[config.mk]
export PLATFORM = sky130hd
export DESIGN_NAME = positional_list_store_unit
export DESIGN_NICKNAME = d
export VERILOG_FILES = /design/src/rtl/core/plst_pkg.sv /design/src/rtl/core/plst_ctrl.sv /design/src/rtl/core/plst_dp.sv /design/src/rtl/core/positional_list_store_unit.sv
export SDC_FILE = /design/constraint.sdc
export NUM_CORES = 1
export LEC_CHECK = 0
export BUFFER_PORTS_ARGS = -buffer_cell sky130_fd_sc_hd__buf_4
export CAP_MARGIN = 20
export CELL_PAD_IN_SITES_DETAIL_PLACEMENT = 0
export CELL_PAD_IN_SITES_GLOBAL_PLACEMENT = 1
export CORE_MARGIN = 2
export CORE_UTILIZATION = 55
export CTS_CLUSTER_DIAMETER = 200
export DETAILED_ROUTE_END_ITERATION = 16
export GPL_ROUTABILITY_DRIVEN = 0
export HOLD_SLACK_MARGIN = 0.05
export PLACE_DENSITY = 0.82
export SLEW_MARGIN = 0
export SYNTH_ARGS = -nofsm -noshare
export SYNTH_HDL_FRONTEND = slang
export SYNTH_SLANG_ARGS = --single-unit
[constraint.sdc]
create_clock -name clk -period 27 [get_ports clk]
set_clock_uncertainty 0.1 [all_clocks]
set_input_delay 8.1 -clock clk [delete_from_list [all_inputs] [get_ports clk]]
set_output_delay 8.1 -clock clk [all_outputs]
set_load 0.01 [all_outputs]
[src/rtl/core/plst_pkg.sv]
// Shared types, sizes and request codes for the positional list store.
`default_nettype none

package plst_pkg;

  // Number of cells in the list.
  localparam int CAPACITY = 16;
  // Width of a cell index and of the entry count (0..CAPACITY).
  localparam int IDX_W = $clog2(CAPACITY);
  localparam int CNT_W = $clog2(CAPACITY + 1);
  // Field widths of the request and result items.
  localparam int KIND_W = 3;
  localparam int POS_W  = 5;
  localparam int WORD_W = 32;
  localparam int LEN_W  = 5;
  // Width for comparing a position against the count and count + 1.
  localparam int CMP_W  = ((CNT_W > POS_W) ? CNT_W : POS_W) + 1;

  // Request kinds.
  localparam logic [KIND_W-1:0] KIND_GET     = 3'd0;
  localparam logic [KIND_W-1:0] KIND_INSERT  = 3'd1;
  localparam logic [KIND_W-1:0] KIND_REMOVE  = 3'd2;
  localparam logic [KIND_W-1:0] KIND_REPLACE = 3'd3;
  localparam logic [KIND_W-1:0] KIND_CLEAR   = 3'd4;

  // One request item.
  typedef struct packed {
    logic [KIND_W-1:0] kind;
    logic [POS_W-1:0]  position;
    logic [WORD_W-1:0] value;
  } plst_req_t;

  // One result item.
  typedef struct packed {
    logic              ok;
    logic [WORD_W-1:0] data;
    logic [LEN_W-1:0]  length;
    logic              empty_res;
  } plst_res_t;

  // Commands from the controller to the datapath.
  typedef struct packed {
    logic exec;  // execute the presented request and load the result
  } plst_cmd_t;

endpackage

`default_nettype wire

[src/rtl/core/plst_ctrl.sv]
// Handshake controller for the positional list store.
`default_nettype none

module plst_ctrl
  import plst_pkg::*;
(
  input  wire logic      clk,
  input  wire logic      rst,
  input  wire logic      in_valid,
  output logic           in_ready,
  output logic           out_valid,
  input  wire logic      out_ready,
  output plst_cmd_t      cmd
);

  localparam logic ST_IDLE = 1'b0;
  localparam logic ST_HOLD = 1'b1;

  logic state;
  logic state_next;

  // A new item is taken when the result register is free or being emptied.
  always_comb begin
    in_ready   = (state == ST_IDLE) || out_ready;
    cmd.exec   = in_valid && in_ready;
    out_valid  = (state == ST_HOLD);
    state_next = state;
    unique case (state)
      ST_IDLE: begin
        if (cmd.exec) begin
          state_next = ST_HOLD;
        end
      end
      ST_HOLD: begin
        if (cmd.exec) begin
          state_next = ST_HOLD;
        end else if (out_ready) begin
          state_next = ST_IDLE;
        end
      end
      default: state_next = ST_IDLE;
    endcase
  end

  // State register.
  always_ff @(posedge clk) begin
    if (rst) begin
      state <= ST_IDLE;
    end else begin
      state <= state_next;
    end
  end

endmodule

`default_nettype wire

[src/rtl/core/plst_dp.sv]
// Cell array, entry count and result register of the positional list store.
`default_nettype none

module plst_dp
  import plst_pkg::*;
(
  input  wire logic      clk,
  input  wire logic      rst,
  input  wire plst_cmd_t cmd,
  input  wire plst_req_t req,
  output plst_res_t      res
);

  logic [WORD_W-1:0] entries [CAPACITY];
  logic [WORD_W-1:0] entries_next [CAPACITY];
  logic [CNT_W-1:0]  count;
  logic [CNT_W-1:0]  count_next;
  plst_res_t         res_next;

  logic [CMP_W-1:0]  pos_w;
  logic [CMP_W-1:0]  cnt_w;
  logic [IDX_W-1:0]  idx;
  logic              in_list;
  logic              ins_fits;
  logic              do_ins;
  logic              do_rem;
  logic              do_rep;
  logic [WORD_W-1:0] rd_word;

  // Position checks against the current count.
  always_comb begin
    pos_w    = CMP_W'(req.position);
    cnt_w    = CMP_W'(count);
    idx      = IDX_W'(pos_w - CMP_W'(1));
    in_list  = (pos_w != '0) && (pos_w <= cnt_w);
    ins_fits = (pos_w != '0) && (pos_w <= cnt_w + CMP_W'(1)) &&
               (cnt_w < CMP_W'(CAPACITY));
    rd_word  = entries[idx];
  end

  // Request decode: acceptance, returned word and new count.
  always_comb begin
    do_ins            = 1'b0;
    do_rem            = 1'b0;
    do_rep            = 1'b0;
    count_next        = count;
    res_next.ok       = 1'b0;
    res_next.data     = '0;
    unique case (req.kind)
      KIND_GET: begin
        if (in_list) begin
          res_next.ok   = 1'b1;
          res_next.data = rd_word;
        end
      end
      KIND_INSERT: begin
        if (ins_fits) begin
          res_next.ok = 1'b1;
          do_ins      = 1'b1;
          count_next  = count + CNT_W'(1);
        end
      end
      KIND_REMOVE: begin
        if (in_list) begin
          res_next.ok = 1'b1;
          do_rem      = 1'b1;
          count_next  = count - CNT_W'(1);
        end
      end
      KIND_REPLACE: begin
        if (in_list) begin
          res_next.ok   = 1'b1;
          res_next.data = rd_word;
          do_rep        = 1'b1;
        end
      end
      KIND_CLEAR: begin
        res_next.ok = 1'b1;
        count_next  = '0;
      end
      default: begin
        res_next.ok = 1'b0;
      end
    endcase
    res_next.length    = LEN_W'(count_next);
    res_next.empty_res = (count_next == '0);
  end

  // Each cell picks its own next word by comparing its index with the position.
  always_comb begin
    for (int i = 0; i < CAPACITY; i++) begin
      entries_next[i] = entries[i];
      if ((do_ins || do_rep) && (IDX_W'(i) == idx)) begin
        entries_next[i] = req.value;
      end else if (do_ins && (IDX_W'(i) > idx)) begin
        entries_next[i] = entries[(i > 0) ? i - 1 : 0];
      end else if (do_rem && (IDX_W'(i) >= idx) && (i < CAPACITY - 1)) begin
        entries_next[i] = entries[(i < CAPACITY - 1) ? i + 1 : i];
      end
    end
  end

  // Cell array and result register.
  always_ff @(posedge clk) begin
    if (cmd.exec) begin
      for (int i = 0; i < CAPACITY; i++) begin
        entries[i] <= entries_next[i];
      end
      res <= res_next;
    end
  end

  // Entry count.
  always_ff @(posedge clk) begin
    if (rst) begin
      count <= '0;
    end else if (cmd.exec) begin
      count <= count_next;
    end
  end

endmodule

`default_nettype wire

[src/rtl/core/positional_list_store_unit.sv]
// Top level of the positional list store: controller plus cell datapath.
// The block holds an ordered list of up to 16 words addressed by 1-based
// position and serves get, insert, remove, replace and clear requests. Every
// request produces exactly one result item carrying ok, the returned word, the
// new length and an empty flag. For each accepted request, all cells
// compare their index with the position in parallel and shift or load at the
// acceptance edge, and the result is loaded into an output register. A new
// item is accepted while the previous result waits, as long as that result is
// taken in the same cycle, so one item per cycle is sustained when the output
// side is always ready. Reset empties the list at once; no clearing pass runs.
`default_nettype none

module positional_list_store_unit
  import plst_pkg::*;
(
  input  wire logic      clk,
  input  wire logic      rst,
  input  wire logic      in_valid,
  output logic           in_ready,
  input  wire plst_req_t in_data,
  output logic           out_valid,
  input  wire logic      out_ready,
  output plst_res_t      out_data
);

  plst_cmd_t cmd;

  // Handshake control.
  plst_ctrl u_ctrl (
    .clk       (clk),
    .rst       (rst),
    .in_valid  (in_valid),
    .in_ready  (in_ready),
    .out_valid (out_valid),
    .out_ready (out_ready),
    .cmd       (cmd)
  );

  // List cells and result register.
  plst_dp u_dp (
    .clk (clk),
    .rst (rst),
    .cmd (cmd),
    .req (in_data),
    .res (out_data)
  );

`ifndef ASSERT_OFF
  // No result is offered in the cycle after reset.
  a_reset_idle: assert property (@(posedge clk) rst |=> !out_valid)
    else $error("result offered right after reset");

  // A waiting result that is not taken blocks new items.
  a_no_overrun: assert property (@(posedge clk) disable iff (rst)
    (out_valid && !out_ready) |-> !in_ready)
    else $error("item accepted over an untaken result");

  // A rejected request never returns a word.
  a_reject_zero: assert property (@(posedge clk) disable iff (rst)
    (out_valid && !out_data.ok) |-> (out_data.data == '0))
    else $error("rejected request returned data");

  // The empty flag agrees with the reported length.
  a_empty_len: assert property (@(posedge clk) disable iff (rst)
    out_valid |-> (out_data.empty_res == (out_data.length == '0)))
    else $error("empty flag disagrees with length");
`endif

endmodule

`default_nettype wire
==> results of run 1 <==
-- registers in the layout, indices dropped and copies added, names as in the netlist --
register	cells
u_dp.entries	512
u_dp.res	39
u_dp.count	5
u_ctrl.out_valid	1
-- stage by stage --
stage / util (%) / setup WS, ns / power, mW
after global placement: 57.8 / 10.26 / 1.18
after CTS: 61.2 / 10.27 / 2.00
after detailed placement: 57.8 / 10.27 / 1.18
after floorplan: - / 10.52 / 1.11
after global routing: 61.2 / 10.26 / 2.05
final: 61.2 / 10.27 / 2.00
-- worst max-delay path, delay by kind of cell --
kind / cells / cell delay, ns
buffers and inverters: 2 / 0.27
AND/OR/NAND/NOR: 1 / 0.17
-- cell type report --
cell class                 instances  share of cell area, %
clock buffer                      74                   4.54
clock inverter                    37                  0.939
timing repair buffer             150                   3.27
inverter                          14                  0.149
sequential                       557                   47.4
multi-input combinational       1644                   41.0
antenna                            1                0.00712
tap                              765                   2.72
-- layout by cell type, fill, tap and decap left out, types with 56 or more instances in the layout --
| cell type | instances |
|---|---|
| mux2i_1 | 289 |
| buf_4 | 146 |
| edfxtp_1 | 551 |
| a21o_1 | 132 |
| clkbuf_16 | 62 |
| o21ai_1 | 82 |
| mux4_2 | 160 |
| mux2_2 | 56 |
| o21ai_0 | 183 |
| nand2_1 | 276 |
| a22o_1 | 129 |
-- power by group --
group          leakage (nW)  total, mW  switching (mW)  internal (mW)
registers              5.06      0.971         0.00904          0.962
logic                  5.88      0.198           0.116         0.0815
clock network         0.942      0.831           0.357          0.474
total                  11.9       2.00           0.482           1.52
-- path summary, 6_finish.rpt --
| path | from | endpoint | slack [ns] | cells after the start |
|---|---|---|---|---|
| worst max-delay path | out_ready | in_ready | 10.27 | 3 |
| worst min-delay path | u_ctrl.out_valid | u_ctrl.out_valid | 0.44 | 2 |
| worst max register to register | u_dp.count[1] | u_dp.entries[3][28] | 21.69 | 12 |
| worst min register to register | u_ctrl.out_valid | u_ctrl.out_valid | 0.44 | 2 |
-- logic make-up (layout without fill, tap and decap cells) --
| group | count (synthesis) | in the layout | share of synthesized area (%) |
|---|---|---|---|
| AO/OA/AOI/OAI | 662 | 662 | 14.2 |
| XOR/XNOR | 8 | 8 | 0.220 |
| adder cells (fa/ha/maj) | 16 | 16 | 0.629 |
| buffers and inverters | 247 | 275 | 3.64 |
| flip-flops | 557 | 557 | 52.3 |
| multiplexers | 513 | 513 | 22.7 |
| other | 0 | 1 | 0 |
| AND/OR/NAND/NOR | 445 | 445 | 6.29 |
-- metal layers --
| layer | routed length (µm) | global-route usage, % |
|---|---|---|
| met1 | 39900 | 48.4 |
| met2 | 44400 | 49.2 |
| met3 | 12800 | 8.50 |
| met4 | 4300 | 13.1 |
| met5 | 13 | 0 |
==> impl_metrics.yaml, run 1 <==
logic_synthesis:
  synthTopCellsByArea: "edfxtp_1 52%, mux4_2 11%, mux2i_1 9.1%, a22o_1 3.5%, nand2_1 3.3%"
  ys.flop_type: "edfxtp_1"
  synth_edf_count: 551
  synth_top_area_cell: "edfxtp_1"
  synth-seq-cells: 557
  avgSynthCellArea_um2: 13.0
  syn_area_mm2: 0.0318
  synth_cells: 2448
  synth_common_cells: "551 x edfxtp_1, 289 x mux2i_1, 277 x nand2_1, 183 x o21ai_0, 160 x mux4_2"
  yosysWarnings: 0
  synth.most_common_cell: "edfxtp_1"
  synth_cell_types: 69
  async_reset_ff_share_pct: 0
  yosysSeqAreaShare_pct: 52.3
  netlist.area_leader.share_pct: 52.0
  syn_nets: 2508
clock_network:
  cts_max_level: 2
  cts_hold_buf: 0
  post_cts_buffers: 0
  insertion_delay_ns: 0.65
  clock-sinks: 557
  cts_resized: 0
  clk_path_buf_depth: 3
  clk_pin_slew_ns: 0.06
  numCtsBuffers: 60
  cts_tree: "yes"
  cts_root_buffer: "clkbuf_16"
setup_path:
  path_max_fanout: 3
  cp-start-kind: "input pin"
  critPathSlowestCell: "nand2b_1"
  path_cells: "buf_4 > nand2b_1 > buf_4"
  required_ns: 18.80
  end_kind: "output pin"
  crit_type: "in2out"
  critPathMaxStageDelay_ns: 0.17
  cp.arrival_ns: 8.53
  critPathMostFrequentCell: "buf_4"
sta:
  rsz0062_at_grt: "false"
  final_max_slew_viol_count: 0
  worst_pin_slew_ns: 1.22
  tns_ns: 0
  period_share_pct: 62.0
  finalHoldViolations: 0
  worst_hold_slack_ns: 0.439
  fmax_ghz: 0.0598
  min_period_ns: 16.73
  finalSetupViolations: 0
  slew_headroom_pct: 18.5
cells_and_area:
  fillers: 4479
  drive_gt1_share_pct: 20.7
  multi_input_area_mm2: 0.0144
  final_cell_area_mm2: 0.0352
  layout.cells.non_filler: 3242
  fin_nets: 2487
  syn2layout_area_growth_pct: 10.4
  register_area_mm2: 0.0167
grt:
  grt_pass1_wl_um: 148000
  grt_pass1_vias: 22100
  grt-ovfl-total: 0
  grt_max_degree: 66
  grtUsageTotal_pct: 33.6
  antenna_found_initial: 2
drt:
  postRouteWirelength_um: 101000
  drc: 0
  initialDrtViolationCount: 3488
  wl_per_cell_um: 31.3
  viasPerCell: 7.11
  num_vias: 23048
  drt-pass1-iter-count: 6
  antenna_left: 0
run:
  cap_violations: 0
worst_hold_path:
  hold_path.class: "reg2reg"
place:
  hpwl_um: 55000
  placed_area_mm2: 0.0332
  place_inst: 3129
  numPortBuffers: 84
floorplan:
  initial_core_util_pct: 55.4
  core_area_mm2: 0.0575
  fp-row-count: 88
  ios: 85
  dieArea_mm2: 0.0598
  die_w_um: 245
  die_h_um: 245
power_and_ir_drop:
  vdd_ir_drop_max_mv: 0.0504
  p_leak_nw: 11.9
  power-per-cell-area_mw_per_mm2: 56.9
outcome:
  status: "finished clean"
No activity file was read; power rests on OpenSTA's default activity.
==> run 2, diff against run 1 <==
CORE_UTILIZATION = 48   (was 55)
PLACE_DENSITY = 0.75   (was 0.82)
clock period = 15.3 ns   (was 27 ns; I/O delays follow)
==> impl_metrics.yaml, run 2 (synthesis gave the netlist of run 1 again) <==
power_and_ir_drop:
  finalPower_mw: 3.55
  p_leak_nw: 11.9
  vdd_ir_drop_max_mv: 0.110
  power-per-cell-area_mw_per_mm2: 100
outcome:
  status: "finished clean"
worst_hold_path:
  min_path_cells: 2
  hold_path.class: "reg2reg"
  min-delay-start: "u_ctrl.out_valid"
clock_network:
  post_cts_buffers: 0
  clk_path_buf_depth: 3
  cts_resized: 0
  cts_hold_buf: 0
  clock-sinks: 557
  cts_root_buffer: "clkbuf_16"
  numCtsBuffers: 61
  cts_max_level: 2
  insertion_delay_ns: 0.64
  cts_tree: "yes"
  clk_pin_slew_ns: 0.05
grt:
  grt_pass1_wl_um: 149000
  grt-ovfl-total: 0
  grt_max_degree: 93
  grt_pass1_vias: 22245
  grtUsageTotal_pct: 29.3
  antenna_found_initial: 1
place:
  numPortBuffers: 84
  hpwl_um: 55600
  dpl_worst_slack_ns: 5.56
sta:
  period_share_pct: 63.4
  finalSetupViolations: 0
  setup_slack_ns: 5.60
  worst_pin_slew_ns: 1.09
  fmax_ghz: 0.103
  finalHoldViolations: 0
  min_period_ns: 9.70
  final_max_slew_viol_count: 0
  slew_headroom_pct: 27.4
  rsz0062_at_grt: "false"
  tns_ns: 0
setup_path:
  crit_end: "in_ready"
  reg2reg_slack_ns: 9.93
  r2r-start: "u_dp.count[0]"
  cp.arrival_ns: 5.01
  path_cells: "buf_4 > nand2b_1 > buf_4"
  end_kind: "output pin"
  crit_type: "in2out"
  required_ns: 10.61
  crit_buf_inv: 2
  cp_num_cells: 3
  critPathSlowestCell: "nand2b_1"
  path_max_fanout: 3
  cp-start-kind: "input pin"
  cp-startpoint: "out_ready"
  path_delay_family: "buffers and inverters"
  critPathMaxStageDelay_ns: 0.16
  reg2reg_to: "u_dp.entries[9][29]"
  critPathMostFrequentCell: "buf_4"
  r2r_cells: 14
cells_and_area:
  mostFrequentLayoutCell: "edfxtp_1"
  diodes: 0
  reg_top3: "u_dp.entries x512, u_dp.res x39, u_dp.count x5"
  regMostFlops: "u_dp.entries"
  largest_register_ffs: 512
  layout_common_cells: "551 x edfxtp_1, 289 x mux2i_1, 276 x nand2_1"
  fin_nets: 2487
  drive_gt1_share_pct: 20.7
  fillers: 5450
  syn2layout_area_growth_pct: 11.0
drt:
  drc: 0
  antenna_left: 0
  drt-pass1-iter-count: 5
  num_vias: 22471
  viasPerCell: 6.72
  wl_per_cell_um: 29.9
  postRouteWirelength_um: 100000
  initialDrtViolationCount: 2806
floorplan:
  die_h_um: 262
  core_area_mm2: 0.0657
  initial_core_util_pct: 48.4
  die_w_um: 262
  ios: 85
  fp-row-count: 94
  dieArea_mm2: 0.0684
run:
  cap_violations: 0
-- run 2: cell count changes in the layout (fill, tap and decap cells not counted), sizes merged --
cell      before  now
clkbuf        75   83
clkinv        29   22
clkinvlp       1    3
buf          149  148
diode          1    0
-- run 2: worst register-to-register path, cell delays in order, from the launching register on --
cell	delay, ns
dfxtp_1	0.46
ha_1	0.35
nand3_1	0.17
xnor2_1	0.16
ha_1	0.31
a21oi_1	0.15
nand2_1	0.10
o22ai_1	0.43
nand2_2	0.30
buf_4	0.36
a2111oi_4	0.34
buf_4	0.65
a211oi_1	0.20
nor2_4	0.49
buf_4	0.46
-- run 2: per-stage QoR --
| stage | instances | hold WS, ns | instance area, µm² | util [%] |
|---|---|---|---|---|
| finish | 3342 | 0.443 | 35300 | 53.8 |
| CTS | 3342 | 0.446 | 35300 | 53.8 |
| floorplan | 2448 | 0.395 | 31800 | - |
| global route | 3342 | 0.492 | 35300 | 53.8 |
| detailed placement | 3228 | 0.434 | 33400 | 50.8 |
| global placement | 3224 | 0.427 | 33300 | 50.7 |
-- run 2: power breakdown --
| part | total (mW) | internal, mW | leakage [nW] | switching, mW |
|---|---|---|---|---|
| clock network | 1.49 | 0.853 | 0.947 | 0.633 |
| registers | 1.71 | 1.70 | 5.06 | 0.0160 |
| logic | 0.348 | 0.144 | 5.88 | 0.204 |
-- run 2: worst min-delay path by stage --
stage / end / slack [ns]
finish: u_ctrl.out_valid / 0.44
global route: u_dp.entries[13][29] / 0.49
CTS: u_ctrl.out_valid / 0.45
detailed placement: u_ctrl.out_valid / 0.43
global placement: u_ctrl.out_valid / 0.43
floorplan: u_dp.count[3] / 0.40
-- run 2: per-layer routing --
layer  track usage [%]  vias to the layer above  routed length (µm)
met5                 0                        -                   0
met4              7.95                        0                2400
met3              5.13                      176                9440
met2              46.1                     1300               46300
met1              42.2                    11472               41900
li1                  -                     9523                   -
-- run 2: layout make-up --
type	count	area (µm²)	area share, %
clock buffers	82	1650	4.66
clock inverters	32	322	0.910
multi-input cells	1644	14400	40.8
flip-flops and latches	557	16700	47.1
inverters	14	52.6	0.149
repair buffers	149	1170	3.31
well taps	864	1080	3.06
